$ cat src/thresholded_frame_centroid_unit_macros.svh
// Assertion macros for the thresholded frame centroid unit.
// Depends on nothing; included by the modules that carry assertions.
`ifndef THRESHOLDED_FRAME_CENTROID_UNIT_MACROS_SVH
`define THRESHOLDED_FRAME_CENTROID_UNIT_MACROS_SVH

`ifndef ASSERT_OFF
`define TFC_ASSERT_IMP(lbl, ck, rn, ante, cons) \
    lbl: assert property (@(posedge ck) disable iff (!rn) (ante) |-> (cons)) \
        else $error("tfc: implication check failed");
`define TFC_ASSERT_NXT(lbl, ck, rn, ante, cons) \
    lbl: assert property (@(posedge ck) disable iff (!rn) (ante) |=> (cons)) \
        else $error("tfc: next-cycle check failed");
`else
`define TFC_ASSERT_IMP(lbl, ck, rn, ante, cons)
`define TFC_ASSERT_NXT(lbl, ck, rn, ante, cons)
`endif

`endif

$ cat src/tfc_pkg.sv
// Shared widths, register indexes and helpers for the thresholded frame centroid unit.
// Depends on nothing.
package tfc_pkg;

    localparam int PIX_W      = 16;
    localparam int DIM_W      = 11;
    localparam int CNT_W      = 10;
    localparam int TOT_W      = 37;
    localparam int MOM_W      = 47;
    localparam int OUT_W      = 19;
    localparam int FRAC_BITS  = 8;
    localparam int MAX_WIDTH  = 1024;
    localparam int MAX_HEIGHT = 1024;

    // Quotient bits produced by the divider: one more than the result so that
    // the negative limit can still be told apart from an overflow.
    localparam int QUO_W  = OUT_W + 1;
    localparam int DVD_W  = MOM_W + FRAC_BITS;
    localparam int HI_W   = DVD_W - QUO_W;
    localparam int REM_W  = TOT_W + 1;
    localparam int QCNT_W = $clog2(QUO_W);

    localparam int ADDR_W = 4;
    localparam int DATA_W = 32;

    localparam logic [1:0] REG_THRESHOLD = 2'd0;
    localparam logic [1:0] REG_WIDTH     = 2'd1;
    localparam logic [1:0] REG_HEIGHT    = 2'd2;

    localparam logic [DIM_W-1:0] RESET_SIZE = DIM_W'(256);

    localparam logic [OUT_W-1:0] OUT_POS_MAX = {1'b0, {(OUT_W-1){1'b1}}};
    localparam logic [OUT_W-1:0] OUT_NEG_MIN = {1'b1, {(OUT_W-1){1'b0}}};
    localparam logic [OUT_W-1:0] EMPTY_VAL   = OUT_W'(-(1 <<< FRAC_BITS));

    // A size of zero acts as one; a size above the maximum acts as the maximum.
    function automatic logic [DIM_W-1:0] eff_size(input logic [DIM_W-1:0] raw,
                                                  input logic [DIM_W-1:0] maxv);
        logic [DIM_W-1:0] v;
        begin
            if (raw == '0)
            begin
                v = DIM_W'(1);
            end
            else if (raw > maxv)
            begin
                v = maxv;
            end
            else
            begin
                v = raw;
            end
            return v;
        end
    endfunction

endpackage

$ cat src/thresholded_frame_centroid_unit.sv
// Thresholded frame centroid unit: accumulates total and row/column moments per frame.
// A new pixel is taken only in the idle state (one shared multiplier is used for both moments).
// A frame's result follows its last pixel transfer through two 20-step restoring
// divisions on one shared subtractor; an empty frame skips the divisions.
// Reset (rst_n, asynchronous, active low) clears counters and sums and sets the configuration registers to defaults.
// Depends on tfc_pkg and thresholded_frame_centroid_unit_macros.svh.
`include "thresholded_frame_centroid_unit_macros.svh"

module thresholded_frame_centroid_unit
(
    input  logic                                clk,
    input  logic                                rst_n,
    input  logic                                psel,
    input  logic                                penable,
    input  logic                                pwrite,
    input  logic [tfc_pkg::ADDR_W-1:0]          paddr,
    input  logic [tfc_pkg::DATA_W-1:0]          pwdata,
    output logic [tfc_pkg::DATA_W-1:0]          prdata,
    output logic                                pready,
    input  logic                                pixel_valid,
    output logic                                pixel_stall,
    input  logic signed [tfc_pkg::PIX_W-1:0]    pixel_value,
    output logic                                result_valid,
    input  logic                                result_stall,
    output logic signed [tfc_pkg::OUT_W-1:0]    center_row,
    output logic signed [tfc_pkg::OUT_W-1:0]    center_col,
    output logic                                frame_empty,
    output logic                                result_saturated
);

    localparam logic [2:0] ST_IDLE     = 3'd0;
    localparam logic [2:0] ST_MAC_ROW  = 3'd1;
    localparam logic [2:0] ST_MAC_COL  = 3'd2;
    localparam logic [2:0] ST_DIV_LOAD = 3'd3;
    localparam logic [2:0] ST_DIV_RUN  = 3'd4;
    localparam logic [2:0] ST_DIV_DONE = 3'd5;
    localparam logic [2:0] ST_OUT      = 3'd6;

    logic [2:0]                          state_reg;
    logic signed [tfc_pkg::PIX_W-1:0]    thr_reg;
    logic [tfc_pkg::DIM_W-1:0]           width_reg;
    logic [tfc_pkg::DIM_W-1:0]           height_reg;
    logic [tfc_pkg::CNT_W-1:0]           row_cnt_reg;
    logic [tfc_pkg::CNT_W-1:0]           col_cnt_reg;
    logic signed [tfc_pkg::TOT_W-1:0]    total_reg;
    logic signed [tfc_pkg::MOM_W-1:0]    row_mom_reg;
    logic signed [tfc_pkg::MOM_W-1:0]    col_mom_reg;
    logic signed [tfc_pkg::PIX_W-1:0]    pix_reg;
    logic                                incl_reg;
    logic                                sel_reg;
    logic                                neg_reg;
    logic                                ovf_reg;
    logic                                empty_reg;
    logic                                sat_reg;
    logic [tfc_pkg::TOT_W-1:0]           den_reg;
    logic [tfc_pkg::REM_W-1:0]           rem_reg;
    logic [tfc_pkg::QUO_W-1:0]           dvd_reg;
    logic [tfc_pkg::QUO_W-1:0]           quo_reg;
    logic [tfc_pkg::QCNT_W-1:0]          qcnt_reg;
    logic [tfc_pkg::OUT_W-1:0]           row_res_reg;
    logic [tfc_pkg::OUT_W-1:0]           col_res_reg;
    logic                                out_valid_reg;
    logic [tfc_pkg::OUT_W-1:0]           out_row_reg;
    logic [tfc_pkg::OUT_W-1:0]           out_col_reg;
    logic                                out_empty_reg;
    logic                                out_sat_reg;

    logic                                cfg_write;
    logic                                pix_accept;
    logic                                out_load;
    logic [tfc_pkg::DIM_W-1:0]           w_eff;
    logic [tfc_pkg::DIM_W-1:0]           h_eff;
    logic                                last_col;
    logic                                last_row;
    logic [tfc_pkg::CNT_W-1:0]           mul_cnt;
    logic signed [tfc_pkg::PIX_W+tfc_pkg::CNT_W:0] prod;
    logic signed [tfc_pkg::MOM_W-1:0]    prod_ext;
    logic signed [tfc_pkg::MOM_W-1:0]    num_sel;
    logic [tfc_pkg::MOM_W-1:0]           num_mag;
    logic [tfc_pkg::TOT_W-1:0]           den_mag;
    logic [tfc_pkg::DVD_W-1:0]           dividend;
    logic                                ovf_now;
    logic [tfc_pkg::REM_W-1:0]           trial;
    logic                                trial_ge;
    logic                                div_sat;
    logic [tfc_pkg::OUT_W-1:0]           div_val;

    assign pready      = 1'b1;
    assign cfg_write   = psel && penable && pwrite;
    assign pixel_stall = (state_reg != ST_IDLE);
    assign pix_accept  = pixel_valid && !pixel_stall;
    assign out_load    = (state_reg == ST_OUT) && (!out_valid_reg || !result_stall);

    assign result_valid     = out_valid_reg;
    assign center_row       = out_row_reg;
    assign center_col       = out_col_reg;
    assign frame_empty      = out_empty_reg;
    assign result_saturated = out_sat_reg;

    always_comb
    begin
        unique case (paddr[3:2])
            tfc_pkg::REG_THRESHOLD: prdata = tfc_pkg::DATA_W'(unsigned'(thr_reg));
            tfc_pkg::REG_WIDTH:     prdata = tfc_pkg::DATA_W'(width_reg);
            tfc_pkg::REG_HEIGHT:    prdata = tfc_pkg::DATA_W'(height_reg);
            default:                prdata = '0;
        endcase
    end

    assign w_eff    = tfc_pkg::eff_size(width_reg, tfc_pkg::DIM_W'(tfc_pkg::MAX_WIDTH));
    assign h_eff    = tfc_pkg::eff_size(height_reg, tfc_pkg::DIM_W'(tfc_pkg::MAX_HEIGHT));
    assign last_col = ({1'b0, col_cnt_reg} >= (w_eff - tfc_pkg::DIM_W'(1)));
    assign last_row = ({1'b0, row_cnt_reg} >= (h_eff - tfc_pkg::DIM_W'(1)));

    // The one multiplier serves the row moment first, then the column moment.
    assign mul_cnt  = (state_reg == ST_MAC_ROW) ? row_cnt_reg : col_cnt_reg;
    assign prod     = pix_reg * $signed({1'b0, mul_cnt});
    assign prod_ext = tfc_pkg::MOM_W'(prod);

    // Division works on magnitudes; the sign is put back when the result is clipped.
    assign num_sel  = sel_reg ? col_mom_reg : row_mom_reg;
    assign num_mag  = num_sel[tfc_pkg::MOM_W-1] ? unsigned'(-num_sel) : unsigned'(num_sel);
    assign den_mag  = total_reg[tfc_pkg::TOT_W-1] ? unsigned'(-total_reg)
                                                  : unsigned'(total_reg);
    assign dividend = tfc_pkg::DVD_W'(num_mag) << tfc_pkg::FRAC_BITS;
    assign ovf_now  = tfc_pkg::REM_W'(dividend[tfc_pkg::DVD_W-1:tfc_pkg::QUO_W])
                      >= tfc_pkg::REM_W'(den_mag);

    assign trial    = {rem_reg[tfc_pkg::REM_W-2:0], dvd_reg[tfc_pkg::QUO_W-1]};
    assign trial_ge = (trial >= tfc_pkg::REM_W'(den_reg));

    always_comb
    begin
        if (neg_reg)
        begin
            div_sat = ovf_reg || (quo_reg > tfc_pkg::QUO_W'(tfc_pkg::OUT_NEG_MIN));
            div_val = div_sat ? tfc_pkg::OUT_NEG_MIN
                              : (~quo_reg[tfc_pkg::OUT_W-1:0]) + tfc_pkg::OUT_W'(1);
        end
        else
        begin
            div_sat = ovf_reg || (quo_reg > tfc_pkg::QUO_W'(tfc_pkg::OUT_POS_MAX));
            div_val = div_sat ? tfc_pkg::OUT_POS_MAX : quo_reg[tfc_pkg::OUT_W-1:0];
        end
    end

    always_ff @(posedge clk or negedge rst_n)
    begin
        if (!rst_n)
        begin
            thr_reg    <= '0;
            width_reg  <= tfc_pkg::RESET_SIZE;
            height_reg <= tfc_pkg::RESET_SIZE;
        end
        else if (cfg_write)
        begin
            unique case (paddr[3:2])
                tfc_pkg::REG_THRESHOLD: thr_reg    <= signed'(pwdata[tfc_pkg::PIX_W-1:0]);
                tfc_pkg::REG_WIDTH:     width_reg  <= pwdata[tfc_pkg::DIM_W-1:0];
                tfc_pkg::REG_HEIGHT:    height_reg <= pwdata[tfc_pkg::DIM_W-1:0];
                default:                ;
            endcase
        end
    end

    always_ff @(posedge clk or negedge rst_n)
    begin
        if (!rst_n)
        begin
            state_reg     <= ST_IDLE;
            row_cnt_reg   <= '0;
            col_cnt_reg   <= '0;
            total_reg     <= '0;
            row_mom_reg   <= '0;
            col_mom_reg   <= '0;
            out_valid_reg <= 1'b0;
        end
        else
        begin
            if (out_load)
            begin
                out_valid_reg <= 1'b1;
            end
            else if (!result_stall)
            begin
                out_valid_reg <= 1'b0;
            end

            unique case (state_reg)
                ST_IDLE:
                begin
                    if (pix_accept)
                    begin
                        state_reg <= ST_MAC_ROW;
                    end
                end
                ST_MAC_ROW:
                begin
                    if (incl_reg)
                    begin
                        total_reg   <= total_reg + tfc_pkg::TOT_W'(pix_reg);
                        row_mom_reg <= row_mom_reg + prod_ext;
                    end
                    state_reg <= ST_MAC_COL;
                end
                ST_MAC_COL:
                begin
                    if (incl_reg)
                    begin
                        col_mom_reg <= col_mom_reg + prod_ext;
                    end
                    if (!last_col)
                    begin
                        col_cnt_reg <= col_cnt_reg + tfc_pkg::CNT_W'(1);
                        state_reg   <= ST_IDLE;
                    end
                    else
                    begin
                        col_cnt_reg <= '0;
                        if (!last_row)
                        begin
                            row_cnt_reg <= row_cnt_reg + tfc_pkg::CNT_W'(1);
                            state_reg   <= ST_IDLE;
                        end
                        else
                        begin
                            row_cnt_reg <= '0;
                            state_reg   <= ST_DIV_LOAD;
                        end
                    end
                end
                ST_DIV_LOAD:
                begin
                    state_reg <= (total_reg == '0) ? ST_OUT : ST_DIV_RUN;
                end
                ST_DIV_RUN:
                begin
                    if (qcnt_reg == tfc_pkg::QCNT_W'(tfc_pkg::QUO_W - 1))
                    begin
                        state_reg <= ST_DIV_DONE;
                    end
                end
                ST_DIV_DONE:
                begin
                    state_reg <= sel_reg ? ST_OUT : ST_DIV_LOAD;
                end
                ST_OUT:
                begin
                    if (out_load)
                    begin
                        total_reg   <= '0;
                        row_mom_reg <= '0;
                        col_mom_reg <= '0;
                        state_reg   <= ST_IDLE;
                    end
                end
                default:
                begin
                    state_reg <= ST_IDLE;
                end
            endcase
        end
    end

    // Datapath registers of the pixel pipeline, the shared divider and the result outputs.
    always_ff @(posedge clk)
    begin
        if (pix_accept)
        begin
            pix_reg  <= pixel_value;
            incl_reg <= (pixel_value >= thr_reg);
        end

        if (state_reg == ST_MAC_COL)
        begin
            sel_reg <= 1'b0;
            sat_reg <= 1'b0;
        end

        if (state_reg == ST_DIV_LOAD)
        begin
            if (total_reg == '0)
            begin
                row_res_reg <= tfc_pkg::EMPTY_VAL;
                col_res_reg <= tfc_pkg::EMPTY_VAL;
                empty_reg   <= 1'b1;
            end
            else
            begin
                empty_reg <= 1'b0;
            end
            neg_reg  <= num_sel[tfc_pkg::MOM_W-1] ^ total_reg[tfc_pkg::TOT_W-1];
            ovf_reg  <= ovf_now;
            den_reg  <= den_mag;
            rem_reg  <= ovf_now ? '0
                                : tfc_pkg::REM_W'(dividend[tfc_pkg::DVD_W-1:tfc_pkg::QUO_W]);
            dvd_reg  <= dividend[tfc_pkg::QUO_W-1:0];
            quo_reg  <= '0;
            qcnt_reg <= '0;
        end

        if (state_reg == ST_DIV_RUN)
        begin
            rem_reg  <= trial_ge ? (trial - tfc_pkg::REM_W'(den_reg)) : trial;
            dvd_reg  <= {dvd_reg[tfc_pkg::QUO_W-2:0], 1'b0};
            quo_reg  <= {quo_reg[tfc_pkg::QUO_W-2:0], trial_ge};
            qcnt_reg <= qcnt_reg + tfc_pkg::QCNT_W'(1);
        end

        if (state_reg == ST_DIV_DONE)
        begin
            if (sel_reg)
            begin
                col_res_reg <= div_val;
            end
            else
            begin
                row_res_reg <= div_val;
            end
            sat_reg <= sat_reg | div_sat;
            sel_reg <= 1'b1;
        end

        if (out_load)
        begin
            out_row_reg   <= row_res_reg;
            out_col_reg   <= col_res_reg;
            out_empty_reg <= empty_reg;
            out_sat_reg   <= empty_reg ? 1'b0 : sat_reg;
        end
    end

    `TFC_ASSERT_IMP(a_empty_result, clk, rst_n, result_valid && frame_empty, (center_row == tfc_pkg::EMPTY_VAL) && (center_col == tfc_pkg::EMPTY_VAL) && !result_saturated)
    `TFC_ASSERT_IMP(a_rem_below_den, clk, rst_n, state_reg == ST_DIV_RUN, rem_reg < tfc_pkg::REM_W'(den_reg))
    `TFC_ASSERT_NXT(a_accept_starts_mac, clk, rst_n, pix_accept, state_reg == ST_MAC_ROW)
    `TFC_ASSERT_IMP(a_no_overwrite, clk, rst_n, out_load, !(out_valid_reg && result_stall))

endmodule

$ cat config.mk
export PLATFORM = sky130hd
export DESIGN_NAME = thresholded_frame_centroid_unit
export DESIGN_NICKNAME = d
export VERILOG_FILES = /design/src/tfc_pkg.sv /design/src/thresholded_frame_centroid_unit.sv
export VERILOG_INCLUDE_DIRS = /design/src /design/src/src
export SDC_FILE = /design/constraint.sdc
export NUM_CORES = 2
export LEC_CHECK = 0
export BUFFER_PORTS_ARGS = -buffer_cell sky130_fd_sc_hd__buf_2
export CAP_MARGIN = 5
export CORE_UTILIZATION = 30
export CTS_BUF_LIST = sky130_fd_sc_hd__clkbuf_16
export DETAILED_ROUTE_END_ITERATION = 7
export PLACE_DENSITY = 0.54
export SLEW_MARGIN = 15
export SYNTH_ARGS = -nofsm -noshare
export SYNTH_HDL_FRONTEND = slang
export SYNTH_SLANG_ARGS = --single-unit
$ cat constraint.sdc
create_clock -name clk -period 10.1 [get_ports clk]
set_input_delay 2.02 -clock clk [delete_from_list [all_inputs] [get_ports clk]]
set_output_delay 2.02 -clock clk [all_outputs]
set_load 0.01 [all_outputs]
; ---- Yosys cells after proc, flatten, opt, wreduce, memory -nomap -nowiden
; Index checks and enable logic that the tools add are counted.
; Widths: inputs -> output; s select.
[word_totals]
wordCells = 150
in_bits = 59
register_bits = 404
[classes]
n_eq_ne = 15
bitwise_logic = 3
n_mux = 54
add_sub_neg = 12
reduce_logical = 27
magnitude_cmp = 9
n_mul = 1
[op_table]
columns = operator, n
row1 = $mux 47, 5
row2 = $mux 37, 6
row3 = $mux 19, 11
row4 = $pmux 47 s2, 2
row5 = $add 47x27->47, 2
row6 = $mux 20, 4
row7 = $pmux 37 s2, 1
row8 = $pmux 16 s3, 1
row9 = $neg 47->47, 1
row10 = $mux 11, 4
row11 = $ge 38x37->1, 1
row12 = $add 37x16->37, 1
row13 = $ge 35x37->1, 1
row14 = $logic_not 37->1, 1
row15 = $neg 37->37, 1
row16 = $sub 37x37->37, 1
row17 = $mux 35, 1
row18 = $mux 10, 3
row19 = $mul 16x11->27, 1
row20 = $ge 10x11->1, 2
row21 = $gt 11x11->1 const B, 2
row22 = $logic_not 11->1, 2
row23 = $sub 11x1->11 const B, 2
row24 = $pmux 3 s7, 1
row25 = 30 further kinds, 64

; ---- Depth between registers and ports, before layout
[depth]
depth_word = 8
depth_mapped = 40
ltp_nobuf = 38

; ---- Worst setup path after synthesis
; OpenSTA, ideal clock, no wires.
[synth_path]
path_kind = register to register
start = register state_reg[1]
end = register row_mom_reg[46] (netlist name)
stages_incl_launch_ff = 36
t_required_ps = 10021
setup_time_ps = 79
setup_slack_ps = 251
arrival_ps = 9770
path_buffers = 3
cell_sequence = dfrtp_1 -> nor2b_1 -> nor2b_1 -> clkbuf_1 -> mux2_2 -> clkbuf_1 -> nand2_1 -> fa_1 -> fa_1 -> inv_1 -> ha_1 -> fa_1 -> inv_1 -> fa_1 -> inv_1 -> ha_1 -> inv_1 -> nor2_1 -> or4_1 -> a311oi_1 -> o21ai_0 -> o21ai_0 -> mux2i_1 -> nand2_1 -> ha_1 -> clkbuf_1 -> a21o_1 -> a21o_1 -> a21oi_1 -> o21ai_0 -> o41ai_1 -> o21ai_0 -> o211ai_1 -> o21ai_0 -> mux2i_1 -> mux2i_1
[synth_via]
elab_chain_cells = 6
word_cells_on_any_way = 12
cone_classes = add/sub (1) / mul (1) / eq/ne (4) / mux (3) / reduce/logical (3)
[synth_lines]
columns = element, line_no
row1 = "start, declared", thresholded_frame_centroid_unit.sv:39  ; logic [2:0] state_reg;
row2 = "start signal, assigned", thresholded_frame_centroid_unit.sv:234  ; state_reg <= (total_reg == '0) ? ST_OUT : ST_DIV_RUN;
row3 = "start signal, assigned", thresholded_frame_centroid_unit.sv:245  ; state_reg <= sel_reg ? ST_OUT : ST_DIV_LOAD;
row4 = $eq 3x1->1, "thresholded_frame_centroid_unit.sv:116, thresholded_frame_centroid_unit.sv:189"
row5 = $mux 10, thresholded_frame_centroid_unit.sv:116  ; assign mul_cnt = (state_reg == ST_MAC_ROW) ? row_cnt_reg : col_cnt_reg;
row6 = $mul 16x11->27, thresholded_frame_centroid_unit.sv:117  ; assign prod = pix_reg * $signed({1'b0, mul_cnt});
row7 = $add 47x27->47, thresholded_frame_centroid_unit.sv:202  ; row_mom_reg <= row_mom_reg + prod_ext;
row8 = $mux 47, thresholded_frame_centroid_unit.sv:199  ; if (incl_reg)
row9 = $pmux 47 s2, thresholded_frame_centroid_unit.sv:189  ; unique case (state_reg)
row10 = "end signal, assigned", thresholded_frame_centroid_unit.sv:202
row11 = "end, declared", thresholded_frame_centroid_unit.sv:46  ; logic signed [tfc_pkg::MOM_W-1:0] row_mom_reg;
; Parallel ways exist; a longest one is shown, timed or not. The select of a mux whose other input is x is not followed.
; A chain may end at the register's enable or synchronous reset.

; ---- Final worst setup path
[layout_path]
start = register state_reg[0]
end = register col_mom_reg[44] (netlist name)
[layout_via]
elab_chain_cells = 6
word_cells_on_any_way = 13
cone_classes = add/sub (1) / mul (1) / eq/ne (5) / mux (3) / reduce/logical (3)
[layout_lines]
columns = element, line_no
row1 = $eq 3x1->1, thresholded_frame_centroid_unit.sv:116
row2 = $mux 10, thresholded_frame_centroid_unit.sv:116
row3 = $mul 16x11->27, thresholded_frame_centroid_unit.sv:117
row4 = $add 47x27->47, thresholded_frame_centroid_unit.sv:210  ; col_mom_reg <= col_mom_reg + prod_ext;
row5 = $mux 47, thresholded_frame_centroid_unit.sv:208  ; if (incl_reg)
row6 = $pmux 47 s2, thresholded_frame_centroid_unit.sv:189
row7 = "end signal, assigned", thresholded_frame_centroid_unit.sv:210
row8 = "end, declared", thresholded_frame_centroid_unit.sv:47  ; logic signed [tfc_pkg::MOM_W-1:0] col_mom_reg;
; Parallel ways exist; a longest one is shown, timed or not. The select of a mux whose other input is x is not followed.

==> impl_metrics.ini <==
[grt]
grt-ovfl-total = 0
grt-busiest-layer = met2
grt_pass1_vias = 27900
grt_use_met1_pct = 21.2
grtUsageTotal_pct = 16.0
grt_max_degree = 82
met3_usage_pct = 1.57
grt_util_met2_pct = 27.6
grt_pass1_wl_um = 152000
antenna_found_initial = 0

[worst_setup_path]
r2r_start = state_reg[0]$_DFFE_PN0P_
timing.rr.end = col_mom_reg[44]$_DFFE_PN0P_
slowest_delay_ps = 700
crit_path_top_delay_cell = fa_2
reg2regPathDepth = 32
cp_common_cell = fa_1
critPathKind = reg2reg
arrival_ps = 9850
cp-end-kind = flip-flop
startpoint_type = flip-flop
path_buf_inv = 6
required_ps = 10550
r2r_slack_ps = 700
path_max_fanout = 19
path_delay_family = adder cells

[final_layout]
area_delta_synth_final_pct = 10.9
most-common-layout-cells = nand2_1, inv_1, o21ai_0
nets = 4506
mostFrequentLayoutCell = nand2_1
layout-drive-gt1-share_pct = 7.70
n_antenna_cell = 0

[clocking]
postCtsSetupBuffers = 0
cts_buffers = 47
cts.path.max_buffers = 3
htreeDepth = 2
insertion_delay_ps = 620
clk_pin_slew_ps = 60
cts_root_buf = clkbuf_16
cts_tree = done
cts_resized = 0
postCtsHoldBufs = 0
cts.sinks = 404

[floorplan]
die_w_um = 344
die_h_um = 344
top_level_ports = 134
core_area_um2 = 116000
die_area_um2 = 119000
initial_core_util_pct = 30.2
rows = 125

[sta]
fmax_mhz = 106
fin_crit_sh_pct = 93.1
hold_violations = 0
finalWorstSetupSlack_ps = 699
drv_slew = 0
worst_pin_slew_ps = 1060
setup_tns_ps = 0
min_period_ps = 9400
finClkSkew_ps = 31.6
grt_setup_unrepaired = no
timing.slew.headroom_pct = 29.1
setup_viol = 0

[logic_synthesis]
syn_area_um2 = 35100
synthFlopType = dfrtp_1
syn_avg_cell_area_um2 = 8.95
synth_xor_area_share_pct = 6.48
seq_area_frac_synth_pct = 30.7
synth_fa_ha_area_share_pct = 19.6
synth.distinct_cells = 85
synth_warnings = 0
ys_seq_elements = 404
yosys.area_share.simple_pct = 15.7
synth-compound-area-share_pct = 18.7
synthMuxAreaShare_pct = 3.12
synth_edf_count = 172
synth_cells = 3928
synth_top_family_by_area = adder cells
async_flop_share_pct = 47.8

[job]
max-cap-violations = 0

[detailed_routing]
dr_total_vias = 27900
drt_iter0_drc = 1413
ant_nets = 0
wl_um = 94200
drt_first_pass_iters = 5
avgRoutedWirePerCell_um = 17.0
drc = 0
via_per_inst = 5.03

[hold_path]
hp-class = reg2reg
whs_endpoint = center_row[9]$_DFFE_PP_
hold_depth = 0
hp-start = row_res_reg[9]$_DFF_P_

[place]
gp_congestion = 0.845
io_buffers = 98
place_worst_setup_slack_ps = 305
dp_hpwl_um = 72800

[pwr]
p_comb_share_pct = 9.1
power_frac_clock_pct = 44.5
vdd_drop_max_v = 0.000114
p_leak_nw = 18.1
intPower_w = 0.00287
p_sw_share_pct = 26.5
power.density_nw_per_um2 = 100
power_frac_seq_pct = 46.4
power.switching_w = 0.00103

[outcome]
status = completed
## worst register-to-register path: cells and delay by family (launching register included)
family,cells,cell delay (ps)
adders and majority gates,6,2980
AOI/OAI and AO/OA,8,2060
and+or+nand+nor,6,1250
buffers and inverters,6,1130
xor gates and xnor gates,5,980
muxes,1,470
DFF,1,350
## Yosys cell counts (24+ instances only)
| cell | number | share of area [%] |
|---|---|---|
| nand3_1 | 65 | 0.93 |
| dfxtp_1 | 39 | 2.2 |
| nor2_1 | 177 | 1.9 |
| nand2b_1 | 56 | 1.0 |
| xnor2_1 | 146 | 3.6 |
| a21o_1 | 142 | 3.0 |
| a21oi_1 | 254 | 3.6 |
| xor2_1 | 114 | 2.8 |
| edfxtp_1 | 172 | 15 |
| o21ai_0 | 342 | 4.9 |
| o31ai_1 | 34 | 0.73 |
| nor3_1 | 67 | 0.95 |
| and3_1 | 30 | 0.53 |
| nor2b_1 | 106 | 1.9 |
| nand4_1 | 36 | 0.64 |
| and2_1 | 54 | 0.96 |
| nand2_1 | 427 | 4.6 |
| a31oi_1 | 26 | 0.46 |
| mux2_2 | 37 | 1.2 |
| ha_1 | 313 | 11 |
| inv_1 | 351 | 3.7 |
| or3_1 | 33 | 0.59 |
| dfrtp_1 | 191 | 14 |
| fa_1 | 149 | 8.5 |
| mux2i_1 | 68 | 1.9 |
| a211oi_1 | 24 | 0.51 |
| clkbuf_1 | 116 | 1.2 |
## metal layers
| layer | wire [um] | share of wire (%) |
|---|---|---|
| met2 | 45200 | 48 |
| met4 | 2300 | 2.4 |
| met5 | 0 | 0 |
| met1 | 43800 | 46 |
| met3 | 2940 | 3.1 |
## how the worst max path moves through the flow
| stage | start | endpoint | cells after the start |
|---|---|---|---|
| 2_1_floorplan | state_reg[1]$_DFFE_PN0P_ | row_mom_reg[46]$_DFFE_PN0P_ | 35 |
| 3_3_place_gp | state_reg[1]$_DFFE_PN0P_ | col_mom_reg[44]$_DFFE_PN0P_ | 31 |
| 3_5_place_dp | state_reg[1]$_DFFE_PN0P_ | col_mom_reg[44]$_DFFE_PN0P_ | 31 |
| 4_1_cts | state_reg[0]$_DFFE_PN0P_ | col_mom_reg[44]$_DFFE_PN0P_ | 31 |
| 5_1_grt | state_reg[0]$_DFFE_PN0P_ | col_mom_reg[46]$_DFFE_PN0P_ | 35 |
| 6_report | state_reg[0]$_DFFE_PN0P_ | col_mom_reg[44]$_DFFE_PN0P_ | 32 |
## cells by family (layout without fill, tap and decap cells)
| family | after synthesis | in the layout |
|---|---|---|
| multiplexers | 105 | 105 |
| buffers and inverters | 512 | 593 |
| AND/OR/NAND/NOR | 1132 | 1132 |
| other | 2 | 17 |
| XOR/XNOR | 260 | 260 |
| AO/OA/AOI/OAI | 1051 | 1051 |
| adder cells (fa/ha/maj) | 462 | 462 |
| flip-flops | 404 | 404 |
## final cells by class
type | instances | area, um^2
inverter | 351 | 1320
clock inverter | 41 | 367
fill | 12100 | 77200
timing repair buffer | 154 | 933
clock buffer | 47 | 1180
multi-input combinational | 3027 | 22500
sequential | 404 | 10800
tap | 1524 | 1910
## power by group through the flow
stage               Combinational, W  Sequential, W  Clock, W
global route                0.000403        0.00182   0.00185
floorplan                   0.000255        0.00181         0
CTS                         0.000360        0.00181   0.00179
detailed placement          0.000358        0.00184         0
finish                      0.000356        0.00181   0.00174
global placement            0.000354        0.00184         0
## metrics by stage
| step | utilization [%] | cell area [um^2] | total power [W] | std cells | hold WS, ps |
|---|---|---|---|---|---|
| after detailed placement | 32.2 | 37400 | 0.00220 | 5460 | 418 |
| after floorplan | - | 35200 | 0.00206 | 3943 | 408 |
| after global routing | 33.5 | 39000 | 0.00407 | 5548 | 442 |
| after global placement | 32.2 | 37400 | 0.00220 | 5460 | 414 |
| final | 33.5 | 39000 | 0.00390 | 5548 | 430 |
| after CTS | 33.5 | 39000 | 0.00396 | 5548 | 434 |
(Power assumes the default switching activity.)
